<file path="src/rtl/core/bsfs_pkg.sv">
// ----------------------------------------------------------------------------
// bsfs_pkg
// Shared types and constants of the buffered serial frame shifter.
// ----------------------------------------------------------------------------
package bsfs_pkg;

   // request command codes
   localparam logic [2:0] CMD_WRITE  = 3'd0;
   localparam logic [2:0] CMD_LOCK   = 3'd1;
   localparam logic [2:0] CMD_UNLOCK = 3'd2;
   localparam logic [2:0] CMD_SEND   = 3'd3;
   localparam logic [2:0] CMD_TICK   = 3'd4;

   localparam int         FRAME_W  = 36;
   localparam logic [5:0] LAST_BIT = 6'd35;
   localparam logic [7:0] LOCK_MAX = 8'hFF;

   typedef enum logic [2:0] {
      OP_NONE,
      OP_WRITE,
      OP_LOCK,
      OP_UNLOCK,
      OP_SEND,
      OP_TICK
   } op_type;

   // half-bit slot sequence of one frame
   typedef enum logic [3:0] {
      PH_DRIVE   = 4'b0001,
      PH_RISE    = 4'b0010,
      PH_UNLATCH = 4'b0100,
      PH_GAP     = 4'b1000
   } phase_type;

   typedef struct packed {
      op_type      op;
      logic [3:0]  code;
      logic [31:0] payload;
   } item_type;

endpackage

</file>
<file path="src/rtl/core/bsfs_ram.sv">
// ----------------------------------------------------------------------------
// bsfs_ram
// Generic single-write, single-read RAM with registered read data.
// ----------------------------------------------------------------------------
module bsfs_ram #(
   parameter  int WIDTH  = 36,
   parameter  int DEPTH  = 16,
   localparam int ADDR_W = (DEPTH > 1) ? $clog2(DEPTH) : 1
) (
   input  logic              clock,
   input  logic              wr_en,
   input  logic [ADDR_W-1:0] wr_addr,
   input  logic [WIDTH-1:0]  wr_data,
   input  logic [ADDR_W-1:0] rd_addr,
   output logic [WIDTH-1:0]  rd_data
);

   logic [WIDTH-1:0] mem_ff [DEPTH];
   logic [WIDTH-1:0] rd_data_ff;

   always_ff @(posedge clock) begin
      if (wr_en) begin
         mem_ff[wr_addr] <= wr_data;
      end
      rd_data_ff <= mem_ff[rd_addr];
   end

   assign rd_data = rd_data_ff;

endmodule

</file>
<file path="src/rtl/core/bsfs_front.sv">
// ----------------------------------------------------------------------------
// bsfs_front
// Takes requests, decodes the command and holds them in a two-entry queue.
// ----------------------------------------------------------------------------
module bsfs_front (
   input  logic               clock,
   input  logic               reset,
   input  logic               req_valid,
   output logic               req_ready,
   input  logic [2:0]         req_cmd,
   input  logic [3:0]         req_code,
   input  logic [31:0]        req_payload,
   output logic               item_valid,
   input  logic               item_pop,
   output bsfs_pkg::item_type item
);
   import bsfs_pkg::*;

   item_type   slot_ff [2];
   logic       head_ff, head_in;
   logic [1:0] count_ff, count_in;
   logic       push;
   logic       tail;
   item_type   decoded;

   always_comb begin
      decoded.code    = req_code;
      decoded.payload = req_payload;
      unique case (req_cmd)
         CMD_WRITE:  decoded.op = OP_WRITE;
         CMD_LOCK:   decoded.op = OP_LOCK;
         CMD_UNLOCK: decoded.op = OP_UNLOCK;
         CMD_SEND:   decoded.op = OP_SEND;
         CMD_TICK:   decoded.op = OP_TICK;
         default:    decoded.op = OP_NONE;
      endcase
   end

   assign req_ready  = (count_ff != 2'd2);
   assign push       = req_valid && req_ready;
   assign item_valid = (count_ff != 2'd0);
   assign item       = slot_ff[head_ff];
   assign tail       = head_ff ^ count_ff[0];

   always_comb begin
      head_in  = head_ff;
      count_in = count_ff;
      if (item_pop) begin
         head_in = ~head_ff;
      end
      case ({push, item_pop})
         2'b10:   count_in = count_ff + 2'd1;
         2'b01:   count_in = count_ff - 2'd1;
         default: count_in = count_ff;
      endcase
   end

   always_ff @(posedge clock) begin
      if (reset) begin
         head_ff  <= 1'b0;
         count_ff <= 2'd0;
      end else begin
         head_ff  <= head_in;
         count_ff <= count_in;
      end
      if (push) begin
         slot_ff[tail] <= decoded;
      end
   end

endmodule

</file>
<file path="src/rtl/core/bsfs_back.sv">
// ----------------------------------------------------------------------------
// bsfs_back
// Executes queued requests: message store, lock count, frame shifter and
// the registered response slot.
// ----------------------------------------------------------------------------
module bsfs_back #(
   parameter int DEPTH = 16
) (
   input  logic               clock,
   input  logic               reset,
   input  logic               item_valid,
   output logic               item_pop,
   input  bsfs_pkg::item_type item,
   output logic               rsp_valid,
   input  logic               rsp_ready,
   output logic               rsp_accepted,
   output logic               rsp_busy_res,
   output logic [4:0]         rsp_fill,
   output logic               rsp_clk_pin,
   output logic               rsp_data_pin,
   output logic               rsp_latch_pin
);
   import bsfs_pkg::*;

   localparam int ADDR_W = (DEPTH > 1) ? $clog2(DEPTH) : 1;
   localparam int CNT_W  = $clog2(DEPTH + 1);

   logic [CNT_W-1:0] fill_ff, fill_in;
   logic [CNT_W-1:0] frame_ff, frame_in;
   logic [CNT_W-1:0] frame_next;
   logic [7:0]       lock_ff, lock_in;
   logic             sending_ff, sending_in;
   logic [5:0]       bit_ff, bit_in;
   logic [5:0]       bit_next;
   phase_type        phase_ff, phase_in;
   logic             clk_ff, clk_in;
   logic             data_ff, data_in;
   logic             latch_ff, latch_in;
   logic             accepted;
   logic             wr_en;
   logic [FRAME_W-1:0] rd_data;

   logic       rsp_valid_ff;
   logic       rsp_accepted_ff;
   logic       rsp_busy_ff;
   logic [4:0] rsp_fill_ff;
   logic       rsp_clk_ff, rsp_data_ff, rsp_latch_ff;

   assign item_pop   = item_valid && (!rsp_valid_ff || rsp_ready);
   assign frame_next = frame_ff + CNT_W'(1);
   assign bit_next   = bit_ff + 6'd1;

   always_comb begin
      fill_in    = fill_ff;
      frame_in   = frame_ff;
      lock_in    = lock_ff;
      sending_in = sending_ff;
      bit_in     = bit_ff;
      phase_in   = phase_ff;
      clk_in     = clk_ff;
      data_in    = data_ff;
      latch_in   = latch_ff;
      accepted   = 1'b0;
      wr_en      = 1'b0;
      if (item_pop) begin
         unique case (item.op)
            OP_WRITE: begin
               if (!sending_ff && fill_ff < CNT_W'(DEPTH) && lock_ff == 8'd0) begin
                  wr_en    = 1'b1;
                  accepted = 1'b1;
                  fill_in  = fill_ff + CNT_W'(1);
               end
            end
            OP_LOCK: begin
               if (lock_ff != LOCK_MAX) lock_in = lock_ff + 8'd1;
            end
            OP_UNLOCK: begin
               if (lock_ff != 8'd0) lock_in = lock_ff - 8'd1;
            end
            OP_SEND: begin
               if (!sending_ff && fill_ff != '0) begin
                  sending_in = 1'b1;
                  frame_in   = '0;
                  bit_in     = 6'd0;
                  phase_in   = PH_DRIVE;
               end
            end
            OP_TICK: begin
               if (sending_ff) begin
                  unique case (phase_ff)
                     PH_DRIVE: begin
                        clk_in   = 1'b0;
                        data_in  = rd_data[LAST_BIT - bit_ff];
                        latch_in = 1'b1;
                        phase_in = PH_RISE;
                     end
                     PH_RISE: begin
                        clk_in   = 1'b1;
                        bit_in   = bit_next;
                        phase_in = (bit_next > LAST_BIT) ? PH_UNLATCH : PH_DRIVE;
                     end
                     PH_UNLATCH: begin
                        latch_in = 1'b0;
                        phase_in = PH_GAP;
                     end
                     PH_GAP: begin
                        bit_in   = 6'd0;
                        frame_in = frame_next;
                        phase_in = PH_DRIVE;
                        if (frame_next >= fill_ff) begin
                           sending_in = 1'b0;
                           frame_in   = '0;
                           fill_in    = '0;
                        end
                     end
                     default: phase_in = PH_DRIVE;
                  endcase
               end
            end
            default: ;
         endcase
      end
   end

   // read address follows the next frame index so the data is ready on the
   // first drive slot of each frame
   bsfs_ram #(
      .WIDTH (FRAME_W),
      .DEPTH (DEPTH)
   ) u_store (
      .clock   (clock),
      .wr_en   (wr_en),
      .wr_addr (fill_ff[ADDR_W-1:0]),
      .wr_data ({item.code, item.payload}),
      .rd_addr (frame_in[ADDR_W-1:0]),
      .rd_data (rd_data)
   );

   always_ff @(posedge clock) begin
      if (reset) begin
         fill_ff      <= '0;
         frame_ff     <= '0;
         lock_ff      <= 8'd0;
         sending_ff   <= 1'b0;
         bit_ff       <= 6'd0;
         phase_ff     <= PH_DRIVE;
         clk_ff       <= 1'b0;
         data_ff      <= 1'b0;
         latch_ff     <= 1'b0;
         rsp_valid_ff <= 1'b0;
      end else begin
         fill_ff    <= fill_in;
         frame_ff   <= frame_in;
         lock_ff    <= lock_in;
         sending_ff <= sending_in;
         bit_ff     <= bit_in;
         phase_ff   <= phase_in;
         clk_ff     <= clk_in;
         data_ff    <= data_in;
         latch_ff   <= latch_in;
         if (item_pop) begin
            rsp_valid_ff <= 1'b1;
         end else if (rsp_ready) begin
            rsp_valid_ff <= 1'b0;
         end
      end
      if (item_pop) begin
         rsp_accepted_ff <= accepted;
         rsp_busy_ff     <= sending_in;
         rsp_fill_ff     <= 5'(fill_in);
         rsp_clk_ff      <= clk_in;
         rsp_data_ff     <= data_in;
         rsp_latch_ff    <= latch_in;
      end
   end

   assign rsp_valid     = rsp_valid_ff;
   assign rsp_accepted  = rsp_accepted_ff;
   assign rsp_busy_res  = rsp_busy_ff;
   assign rsp_fill      = rsp_fill_ff;
   assign rsp_clk_pin   = rsp_clk_ff;
   assign rsp_data_pin  = rsp_data_ff;
   assign rsp_latch_pin = rsp_latch_ff;

endmodule

</file>
<file path="src/rtl/core/buffered_serial_frame_shifter.sv">
// ----------------------------------------------------------------------------
// buffered_serial_frame_shifter
// Message buffer with lock count and a tick-driven 36-bit serial frame
// shifter (clock, data, latch lines).
// ----------------------------------------------------------------------------
//   channel  | ports   | carries
//   ---------+---------+--------------------------------------------------
//   request  | req_*   | cmd, code, payload
//   response | rsp_*   | accepted, busy_res, fill, clk/data/latch pin levels
//
// One request per clock is taken while the response side is not stalled,
// and one response per request is given. A response follows its request
// through the two-entry decode queue and the response register: the request
// is held in the queue, is executed as it leaves it, and its result lands
// in the response register. Each tick command is one slot of the shifter.
// Reset clears the counters, shifter state and both handshakes; the message
// store is not cleared. A stalled response stops the execute stage, and the
// queue keeps taking requests until both entries are full.
// ----------------------------------------------------------------------------
module buffered_serial_frame_shifter #(
   parameter int DEPTH = 16
) (
   input  logic        clock,
   input  logic        reset,
   input  logic        req_valid,
   output logic        req_ready,
   input  logic [2:0]  req_cmd,
   input  logic [3:0]  req_code,
   input  logic [31:0] req_payload,
   output logic        rsp_valid,
   input  logic        rsp_ready,
   output logic        rsp_accepted,
   output logic        rsp_busy_res,
   output logic [4:0]  rsp_fill,
   output logic        rsp_clk_pin,
   output logic        rsp_data_pin,
   output logic        rsp_latch_pin
);
   import bsfs_pkg::*;

   item_type item;
   logic     item_valid;
   logic     item_pop;

   bsfs_front u_front (
      .clock       (clock),
      .reset       (reset),
      .req_valid   (req_valid),
      .req_ready   (req_ready),
      .req_cmd     (req_cmd),
      .req_code    (req_code),
      .req_payload (req_payload),
      .item_valid  (item_valid),
      .item_pop    (item_pop),
      .item        (item)
   );

   bsfs_back #(
      .DEPTH (DEPTH)
   ) u_back (
      .clock         (clock),
      .reset         (reset),
      .item_valid    (item_valid),
      .item_pop      (item_pop),
      .item          (item),
      .rsp_valid     (rsp_valid),
      .rsp_ready     (rsp_ready),
      .rsp_accepted  (rsp_accepted),
      .rsp_busy_res  (rsp_busy_res),
      .rsp_fill      (rsp_fill),
      .rsp_clk_pin   (rsp_clk_pin),
      .rsp_data_pin  (rsp_data_pin),
      .rsp_latch_pin (rsp_latch_pin)
   );

endmodule

</file>
<file path="config.mk">
export PLATFORM = sky130hd
export DESIGN_NAME = buffered_serial_frame_shifter
export DESIGN_NICKNAME = d
export VERILOG_FILES = /design/src/rtl/core/bsfs_pkg.sv /design/src/rtl/core/bsfs_ram.sv /design/src/rtl/core/bsfs_front.sv /design/src/rtl/core/bsfs_back.sv /design/src/rtl/core/buffered_serial_frame_shifter.sv
export SDC_FILE = /design/constraint.sdc
export NUM_CORES = 1
export LEC_CHECK = 0
export ABC_CLOCK_PERIOD_IN_PS = 5500
export BUFFER_PORTS_ARGS = -buffer_cell sky130_fd_sc_hd__buf_2
export CORE_MARGIN = 5
export CORE_UTILIZATION = 50
export DETAILED_ROUTE_END_ITERATION = 8
export GPL_ROUTABILITY_DRIVEN = 0
export PLACE_DENSITY_LB_ADDON = 0.1
export SYNTH_ARGS = -nofsm -noshare
export SYNTH_HDL_FRONTEND = slang
export SYNTH_SLANG_ARGS = --single-unit
export TNS_END_PERCENT = 1
</file>
<file path="constraint.sdc">
create_clock -name clock -period 5.5 [get_ports clock]
set_input_delay 0.825 -clock clock [delete_from_list [all_inputs] [get_ports clock]]
set_output_delay 0.825 -clock clock [all_outputs]
set_load 0.02 [all_outputs]
</file>
==> Yosys cells after proc, flatten, opt, wreduce, memory -nomap -nowiden <==
Memories as Yosys holds them, arrays and structs flattened. A register that Yosys moved wholly into a read port is not among the register bits.
Cells that the tools add are included.
{ "word_totals": {"ff_bits": 46, "inputBits": 43, "output_inout_bits": 12, "n_memories": 2, "mem_bits_rw": 654} }
{ "memory_table": {"columns": ["name", "words", "width", "read_ports", "rd_ports_with_merged_regs", "wr", "line_no", "source"], "rows": [
  ["u_back.u_store.mem_ff", 16, 36, 1, 1, 1, "bsfs_ram.sv:18", "logic [WIDTH-1:0] mem_ff [DEPTH];"],
  ["u_front.slot_ff", 2, 39, 1, 1, 1, "bsfs_front.sv:19", "item_type slot_ff [2];"]
]} }
{ "classes": {"order_cmp": 4, "n_bitwise": 2, "n_mux": 57, "add_sub_neg": 8, "n_eq_ne": 23, "reduce_logical": 21} }
{ "ops": {"columns": ["op", "count"], "rows": [
  ["$mux 5", 9],
  ["$mux 1", 27],
  ["$pmux 6 s2", 2],
  ["$pmux 5 s2", 2],
  ["$mux 8", 2],
  ["$pmux 8 s2", 1],
  ["$pmux 3 s5", 1],
  ["$eq 3x2->1 const B", 4],
  ["$mux 4", 3],
  ["$mux 6", 2],
  ["$pmux 4 s3", 1],
  ["$add 5x1->5 const B", 2],
  ["$ne 2x1->1 const B", 5],
  ["$reduce_and 5->1", 2],
  ["$reduce_bool 2->1", 5],
  ["$eq 3x3->1 const B", 3],
  ["$add 8x1->8 const B", 1],
  ["$logic_not 8->1", 1],
  ["$ne 8x8->1 const B", 1],
  ["$pmux 4 s2", 1],
  ["$reduce_and 4->1", 2],
  ["$reduce_bool 8->1", 1],
  ["$sub 8x1->8 const B", 1],
  ["$lt 6x7->1 const B", 1],
  ["27 further kinds", 35]
]} }

==> Logic depth before layout (Yosys ltp) <==
Gate-level depths: netlist of the first run.
{ "logic_depth": {"ltp_word": 8, "mapped_depth": 13} }

==> Cells and area by module <==
A second synthesis of the first run with hierarchy kept.
{ "unflattened": {"cells_unflattened": 1428, "area_unflattened_um2": 28302.1} }
{ "by_module_without_submodules": {"columns": ["module", "area_per_inst_um2", "seq_area_each_um2", "cells_each", "n_inst"], "rows": [
  ["bsfs_ram", 22318.9, 18017.3, 938, 1],
  ["bsfs_front", 3031.7, 2422.3, 151, 1],
  ["bsfs_back", 2951.6, 960.9, 339, 1]
]} }

==> Worst setup path before layout of the first run <==
OpenSTA, ideal clock, no wires.
{ "synth_timing": {"kind": "input port to flip-flop", "from": "input port rsp_ready", "to": "memory u_back.u_store.mem_ff[1][0] (enable)", "setup_ns": 0.474, "path_stages": 6, "setup_slack_ns": -0.204, "arrival_time_ns": 5.230, "required_ns": 5.026, "cell_sequence": "nor2b_1 > nor2_1 > nand4_1 > a2111oi_2 > nand2_1 > nor3_1"} }
{ "synth_via": {"elab_chain_len": 5} }
{ "synth_lines": {"columns": ["item", "line_no", "source"], "rows": [
  ["start: declaration", "buffered_serial_frame_shifter.sv:31", "input logic rsp_ready,"],
  ["$logic_or 1x1->1", "bsfs_back.sv:49", "assign item_pop = item_valid && (!rsp_valid_ff || rsp_ready);"],
  ["$logic_and 1x1->1", "bsfs_back.sv:49", null],
  ["named net item_pop", "buffered_serial_frame_shifter.sv:43", "logic item_pop;"],
  ["$mux 1", "bsfs_back.sv:65", "if (item_pop) begin"],
  ["$mux 1", "bsfs_ram.sv:22", "if (wr_en) begin"],
  ["$mux 1 (not written as such)", "bsfs_ram.sv:23", "mem_ff[wr_addr] <= wr_data;"],
  ["end: declaration", "bsfs_ram.sv:18", null]
]} }
The timed path passes the listed nets, and every way through them passes these cells.

==> Final worst setup path of the first run <==
{ "layout_timing": {"from": "register u_back.frame_ff[0]", "to": "register u_back.u_store.rd_data_ff[27], in the netlist u_back.u_store.rd_data[27] (read register of u_back.u_store.mem_ff)"} }
{ "layout_via": {"elab_chain_len": 7, "word_cells_on_any_way": 8, "classes_between": "add/sub: 1; order compare: 1; mux: 6"} }
{ "layout_lines": {"columns": ["item", "line_no", "source"], "rows": [
  ["start: declaration", "bsfs_back.sv:29", "logic [CNT_W-1:0] frame_ff, frame_in;"],
  ["start signal: assignment", "bsfs_back.sv:153", "frame_ff <= frame_in;"],
  ["$add 5x1->5", "bsfs_back.sv:50", "assign frame_next = frame_ff + CNT_W'(1);"],
  ["$ge 5x5->1", "bsfs_back.sv:110", "if (frame_next >= fill_ff) begin"],
  ["$mux 5", "bsfs_back.sv:110", null],
  ["$mux 5", "bsfs_back.sv:90", "unique case (phase_ff)"],
  ["$mux 5", "bsfs_back.sv:89", "if (sending_ff) begin"],
  ["$pmux 5 s2", "bsfs_back.sv:66", "unique case (item.op)"],
  ["$mux 4 (*)", "bsfs_back.sv:65", null],
  ["end: declaration", "bsfs_ram.sv:19", "logic [WIDTH-1:0] rd_data_ff;"]
]} }
Every way passes the cells marked *; elsewhere a longest branch is shown, timed or not. The select of a mux whose other input is x is not followed.
A chain may end at the register's enable or synchronous reset.

==> results.toml, run 1 <==
[run_status]
outcome = "finished, final reports clean"

[logic_synthesis]
synth_top_cell_area_share = 0.681
warnings_from_yosys = 0
synth_edf_count = 664
post_synthesis_register_bit_count = 737
synth-main-ff-cell = "sky130_fd_sc_hd__edfxtp_1"
postSynthCellCount = 1986
synth.lib_cells_used.distinct = 70
synthTopCellsByCount = "sky130_fd_sc_hd__edfxtp_1 (664), sky130_fd_sc_hd__nand2_1 (250), sky130_fd_sc_hd__a21oi_1 (239)"
syn-cell-area_um2 = 29300
register_area_share_after_synthesis = 0.731
synth_area_per_cell_um2 = 14.7
synth_fp_nets = 2051
synth_area_leaders = "sky130_fd_sc_hd__edfxtp_1 (68%), sky130_fd_sc_hd__dfxtp_1 (5.0%), sky130_fd_sc_hd__a21oi_1 (4.1%), sky130_fd_sc_hd__a221o_1 (3.7%), sky130_fd_sc_hd__nand2_1 (3.2%)"
synth_most_common_cell = "sky130_fd_sc_hd__edfxtp_1"
synth_area_leader_cell = "sky130_fd_sc_hd__edfxtp_1"
ys_async_sr_fraction = 0

[clock_network]
cts_setup_buffers = 0
clk_path_buf_depth = 3
tritoncts.num_buffers = 75
post_cts_resized = 0
cts.sink_count = 737
tritoncts = "yes"
worst_setup_hold_path_clk_slew_ns = 0.06
htree_levels = 3
clockRootBuffer = "sky130_fd_sc_hd__clkbuf_16"
cts_hold_buf = 0
worstSkewPairLatency_ns = 0.62

[global_route]
first_global_vias = 17200
largest_net_degree_at_the_start_of_global_routing = 135
grt_pass1_wl_mm = 109
overflow = 0
gr_usage_total = 0.225
grt_antenna_before_repair = 1

[route]
postRouteAntennaNets = 0
vias_post_dr = 17500
via_per_inst = 6.13
routed_length_per_instance_um = 25.3
first_iter_violations = 1624
drc_errors = 0
routed_wirelength_mm = 72.2
firstDrtPassIters = 5

[sta]
drv_slew = 0
postLayoutSetupSlackWorst_ns = 1.02
skew_ns = 0.0137
timing.final.crit_share = 0.814
max_slew.worst_pin.slew_ns = 1.11
number_of_failing_hold_endpoints_at_the_final_stage = 0
slew_headroom = 0.257
final.setup.tns_ns = 0
hold_ws_ns = 0.393
grt_setup_unrepaired = "no"
maxClockFrequency_mhz = 223
report.final.setup_viol = 0
fin_crit_ns = 4.48

[critical_path]
rr_worst_depth = 13
startpoint_type = "flop"
rr_startpoint = "u_back.frame_ff[0]"
signal_arrival_time_at_the_worst_endpoint_ns = 4.96
critical_path.endpoint_type = "flop"
crit_path_start = "u_back.frame_ff[0]"
cp_max_fo = 56
cp.required_ns = 5.98
kind_of_critical_path = "flop to flop"

[placement]
place.detailed.hpwl_mm = 37.8
port_buffers = 54
pre_cts_worst_setup_slack_ns = 1.04
inst_count_dp = 2714

[cells_and_area]
fillers = 4529
multiInputGateArea_um2 = 7270
area.sequential_um2 = 21400
nets = 2091
final_core_utilization = 0.571
area_growth_syn_to_layout_pct = 12.9
antenna-diode-count = 0
layout-drive-gt1-share = 0.158
finalNonFillerCells = 2851

[floorplan]
std_cell_rows = 88
fp.dieW_um = 252
io-pin-count = 55
core_um2 = 57800
dieHeight_um = 252
die-area_um2 = 63500
floorplan.initialDensity = 0.506

[flow_run]
maxCapViolCount = 0

[min_path]
holdPathStages = 1
worstHoldStart = "req_payload[12]"
worst_hold_path_type = "input pin to flop"

[power_and_ir_drop]
pwr_cell_area_nw_per_um2 = 408
power.static_leakage_nw = 10.4
vdd_ir_drop_max_uv = 274
[per-layer routing]
layer	part of all wire	vias up	track usage
met5	0	-	0
met4	0.019	0	0.0507
met3	0.059	112	0.0389
met2	0.49	501	0.369
met1	0.44	9027	0.321
li1	-	7836	-
[cell usage in the layout, fill, tap and decap left out, types with 21 or more instances in the layout]
cell,instances
sky130_fd_sc_hd__edfxtp_1,664
sky130_fd_sc_hd__nand2_1,250
sky130_fd_sc_hd__a21oi_1,239
sky130_fd_sc_hd__a221o_1,108
sky130_fd_sc_hd__clkbuf_16,79
sky130_fd_sc_hd__mux2_2,75
sky130_fd_sc_hd__o211ai_1,73
sky130_fd_sc_hd__dfxtp_1,71
sky130_fd_sc_hd__inv_1,57
sky130_fd_sc_hd__buf_2,54
sky130_fd_sc_hd__nand4_1,43
sky130_fd_sc_hd__o2111ai_1,37
sky130_fd_sc_hd__nor2_1,30
sky130_fd_sc_hd__buf_4,30
sky130_fd_sc_hd__clkbuf_1,22
sky130_fd_sc_hd__ha_1,21
[cell families (layout without fill, tap and decap cells)]
logic type                 Yosys count  in the layout  synth area share
muxes                               91             91            0.0390
buffers and inverters              192            292            0.0274
adders and majority gates           22             22           0.00966
AOI/OAI and AO/OA                  511            511             0.123
xor gates and xnor gates            20             20           0.00599
DFF                                737            737             0.731
and+or+nand+nor                    413            413            0.0638
[where the power goes]
part	switching, mW	total [mW]	leakage (nW)	internal [mW]
logic	1.01	1.37	2.65	0.361
registers	0.131	7.11	6.61	6.98
clock network	2.09	4.99	1.18	2.90
[flip-flops by register name, indices dropped and copies added, names as in the netlist, 2 cells and up, named ones only]
register,flops
u_back.u_store.mem_ff,576
u_front.slot_ff,78
u_back.u_store.rd_data,36
u_back.lock_ff,8
u_back.bit_ff,6
u_back.fill_ff,5
u_back.frame_ff,5
u_back.rsp_fill,5
u_back.phase_ff,4
u_front.count_ff,2
[stage by stage]
step | power, mW | instance area (um2)
floorplan | 8.05 | 29300
detailed placement | 8.64 | 30600
finish | 13.5 | 33000
global route | 14.0 | 33000
global placement | 8.59 | 30600
CTS | 13.6 | 33000
[final cells by class]
class,instances,area share
sequential,737,0.648
multi-input combinational,1057,0.220
inverter,57,0.00648
clock inverter,27,0.00697
clock buffer,110,0.0661
timing repair buffer,98,0.0235
tap,765,0.0290
[final timing paths]
path                                 to  slack (ns)
max          u_back.u_store.rd_data[27]        1.02
min              u_front.slot_ff[1][12]        0.39
max reg2reg  u_back.u_store.rd_data[27]        1.02
min reg2reg          u_back.frame_ff[4]        0.49
[critical path, cell delays in order, from the launching register on]
cell	delay, ns
sky130_fd_sc_hd__dfxtp_2	0.34
sky130_fd_sc_hd__buf_4	0.27
sky130_fd_sc_hd__nand3_1	0.13
sky130_fd_sc_hd__xor2_1	0.32
sky130_fd_sc_hd__inv_1	0.10
sky130_fd_sc_hd__ha_1	0.32
sky130_fd_sc_hd__nand2_1	0.12
sky130_fd_sc_hd__o2111ai_4	0.24
sky130_fd_sc_hd__buf_4	0.58
sky130_fd_sc_hd__o21a_4	0.54
sky130_fd_sc_hd__buf_4	0.62
sky130_fd_sc_hd__mux2_2	0.41
sky130_fd_sc_hd__o2111ai_1	0.18
sky130_fd_sc_hd__nand4_1	0.12
(Power assumes the default switching activity.)
==> inputs of run 2 (changes only) <==
ABC_CLOCK_PERIOD_IN_PS = 4100   (was 5500)
clock period = 4.1 ns   (was 5.5 ns; I/O delays follow)
==> run 2 against run 1 <==
Cell area grew 1.2%. Maximum frequency rose by 21%. First-iteration DRC count up 5.8%. Sequential power rose by 34%. Utilization rose by 0.69 points. Non-clock buffer count increased by 35. Sequential cell count is the same. Global-route usage up 0.53 points. Setup slack got worse by 0.61 ns. Final cell count increased by 1.3%. Clock power increased by 38%. Highest routed layer unchanged.
==> results.toml, run 2 (synthesized netlist as in run 1, its figures left out) <==
[flow_run]
maxCapViolCount = 0

[global_route]
overflow = 0
grt_pass1_wl_mm = 110
gr_usage_total = 0.230
largest_net_degree_at_the_start_of_global_routing = 81
grt_antenna_before_repair = 0
first_global_vias = 17100

[route]
routed_wirelength_mm = 74.4
vias_post_dr = 17900
firstDrtPassIters = 6
drc_errors = 0
first_iter_violations = 1718
routed_length_per_instance_um = 25.8
postRouteAntennaNets = 0
via_per_inst = 6.20
wl_met2_mm = 35.0
top_metal_used = "met4"
wl_met1_mm = 32.7
met3_wirelength_mm = 4.80

[sta]
hold_ws_ns = 0.189
timing.final.crit_share = 0.900
maxClockFrequency_mhz = 271
fin_crit_ns = 3.69
max_slew.worst_pin.slew_ns = 0.979
report.final.setup_viol = 0
grt_setup_unrepaired = "no"
drv_slew = 0
skew_ns = 0.0143
slew_headroom = 0.347
number_of_failing_hold_endpoints_at_the_final_stage = 0

[min_path]
holdPathStages = 1
worst_hold_path_type = "input pin to flop"

[placement]
place.detailed.hpwl_mm = 40.4
port_buffers = 54
inst_count_dp = 2749

[run_status]
outcome = "finished, final reports clean"

[cells_and_area]
area_growth_syn_to_layout_pct = 14.3
mostFrequentLayoutCell = "sky130_fd_sc_hd__edfxtp_1"
nets = 2127
largest_register_ffs = 576
layout-drive-gt1-share = 0.170
largest-register = "u_back.u_store.mem_ff"
finalNonFillerCells = 2888
layout.cells.most_common_list = "sky130_fd_sc_hd__edfxtp_1 (664), sky130_fd_sc_hd__nand2_1 (250), sky130_fd_sc_hd__a21oi_1 (239), sky130_fd_sc_hd__a221o_1 (108), sky130_fd_sc_hd__clkbuf_16 (78)"
antenna-diode-count = 0

[critical_path]
cp_max_fo = 67
kind_of_critical_path = "flop to flop"
signal_arrival_time_at_the_worst_endpoint_ns = 4.15
rr_worst_depth = 12
critical_path.endpoint_type = "flop"
startpoint_type = "flop"
cp.required_ns = 4.57

[floorplan]
std_cell_rows = 88
core_um2 = 57800
die-area_um2 = 63500
fp.dieW_um = 252
dieHeight_um = 252
floorplan.initialDensity = 0.506
io-pin-count = 55

[clock_network]
worstSkewPairLatency_ns = 0.61
htree_levels = 3
cts.sink_count = 737
cts_setup_buffers = 0
tritoncts.num_buffers = 76
clk_path_buf_depth = 3
cts_hold_buf = 0
post_cts_resized = 0
worst_setup_hold_path_clk_slew_ns = 0.06
tritoncts = "yes"
clockRootBuffer = "sky130_fd_sc_hd__clkbuf_16"

[power_and_ir_drop]
pwr_cell_area_nw_per_um2 = 548
vdd_ir_drop_max_uv = 387
power.static_leakage_nw = 10.7
==> run 2: changes by cell type in the layout (fill, tap and decap cells not counted) <==
cell,delta
sky130_fd_sc_hd__clkinv_1,+8
sky130_fd_sc_hd__nor3_4,+3
sky130_fd_sc_hd__clkbuf_1,-3
sky130_fd_sc_hd__bufinv_16,+6
sky130_fd_sc_hd__clkbuf_16,-1
sky130_fd_sc_hd__nor3_2,-3
sky130_fd_sc_hd__buf_12,+3
sky130_fd_sc_hd__buf_4,+32
sky130_fd_sc_hd__clkbuf_8,-6
sky130_fd_sc_hd__clkinv_2,-2
==> run 2: where the power goes <==
group / switching (mW) / leakage [nW] / internal (mW)
combinational: 1.43 / 2.83 / 0.506
clock: 2.78 / 1.22 / 4.12
sequential: 0.138 / 6.61 / 9.36
==> run 2: through the flow <==
stage	total power, mW	TNS [ns]	worst slack [ns]	utilization	instance area, um2
4_1_cts	18.5	0	0.421	0.578	33400
6_report	18.3	0	0.411	0.578	33400
5_1_grt	19.0	0	0.195	0.578	33400
3_3_place_gp	11.6	0	0.511	0.535	30900
2_1_floorplan	10.8	-210.33	-0.435	-	29300
3_5_place_dp	11.6	0	0.439	0.535	30900
==> run 2: path summary, 6_finish.rpt <==
check	from	endpoint	slack, ns
max	u_back.frame_ff[0]	u_back.u_store.rd_data[18]	0.41
min	req_payload[23]	u_front.slot_ff[1][23]	0.19
max reg2reg	u_back.frame_ff[0]	u_back.u_store.rd_data[18]	0.41
min reg2reg	u_back.frame_ff[4]	u_back.frame_ff[4]	0.48
==> run 2: worst max-delay path: stages (launching register included) <==
cell and delay, ns:
sky130_fd_sc_hd__dfxtp_2 0.39, sky130_fd_sc_hd__ha_1 0.23, sky130_fd_sc_hd__nand3_1 0.11, sky130_fd_sc_hd__xnor2_1 0.17, sky130_fd_sc_hd__ha_1 0.35, sky130_fd_sc_hd__nand2_1 0.13
sky130_fd_sc_hd__o2111ai_4 0.37, sky130_fd_sc_hd__buf_4 0.36, sky130_fd_sc_hd__o21a_4 0.25, sky130_fd_sc_hd__buf_12 0.31, sky130_fd_sc_hd__mux2_2 0.37, sky130_fd_sc_hd__o2111ai_1 0.32
sky130_fd_sc_hd__nand4_1 0.14
==> run 2: area by class of cell <==
class	instances	area [um2]
clock buffer	100	2060
fill	4536	24400
multi-input combinational	1057	7290
inverter	57	214
timing repair buffer	133	1080
tap	765	957
sequential	737	21400
clock inverter	39	430
==> run 2: metal layers <==
metal	vias up	track usage
met3	120	0.0392
met2	630	0.366
met4	0	0.0627
met5	-	0
li1	7911	-
met1	9259	0.334
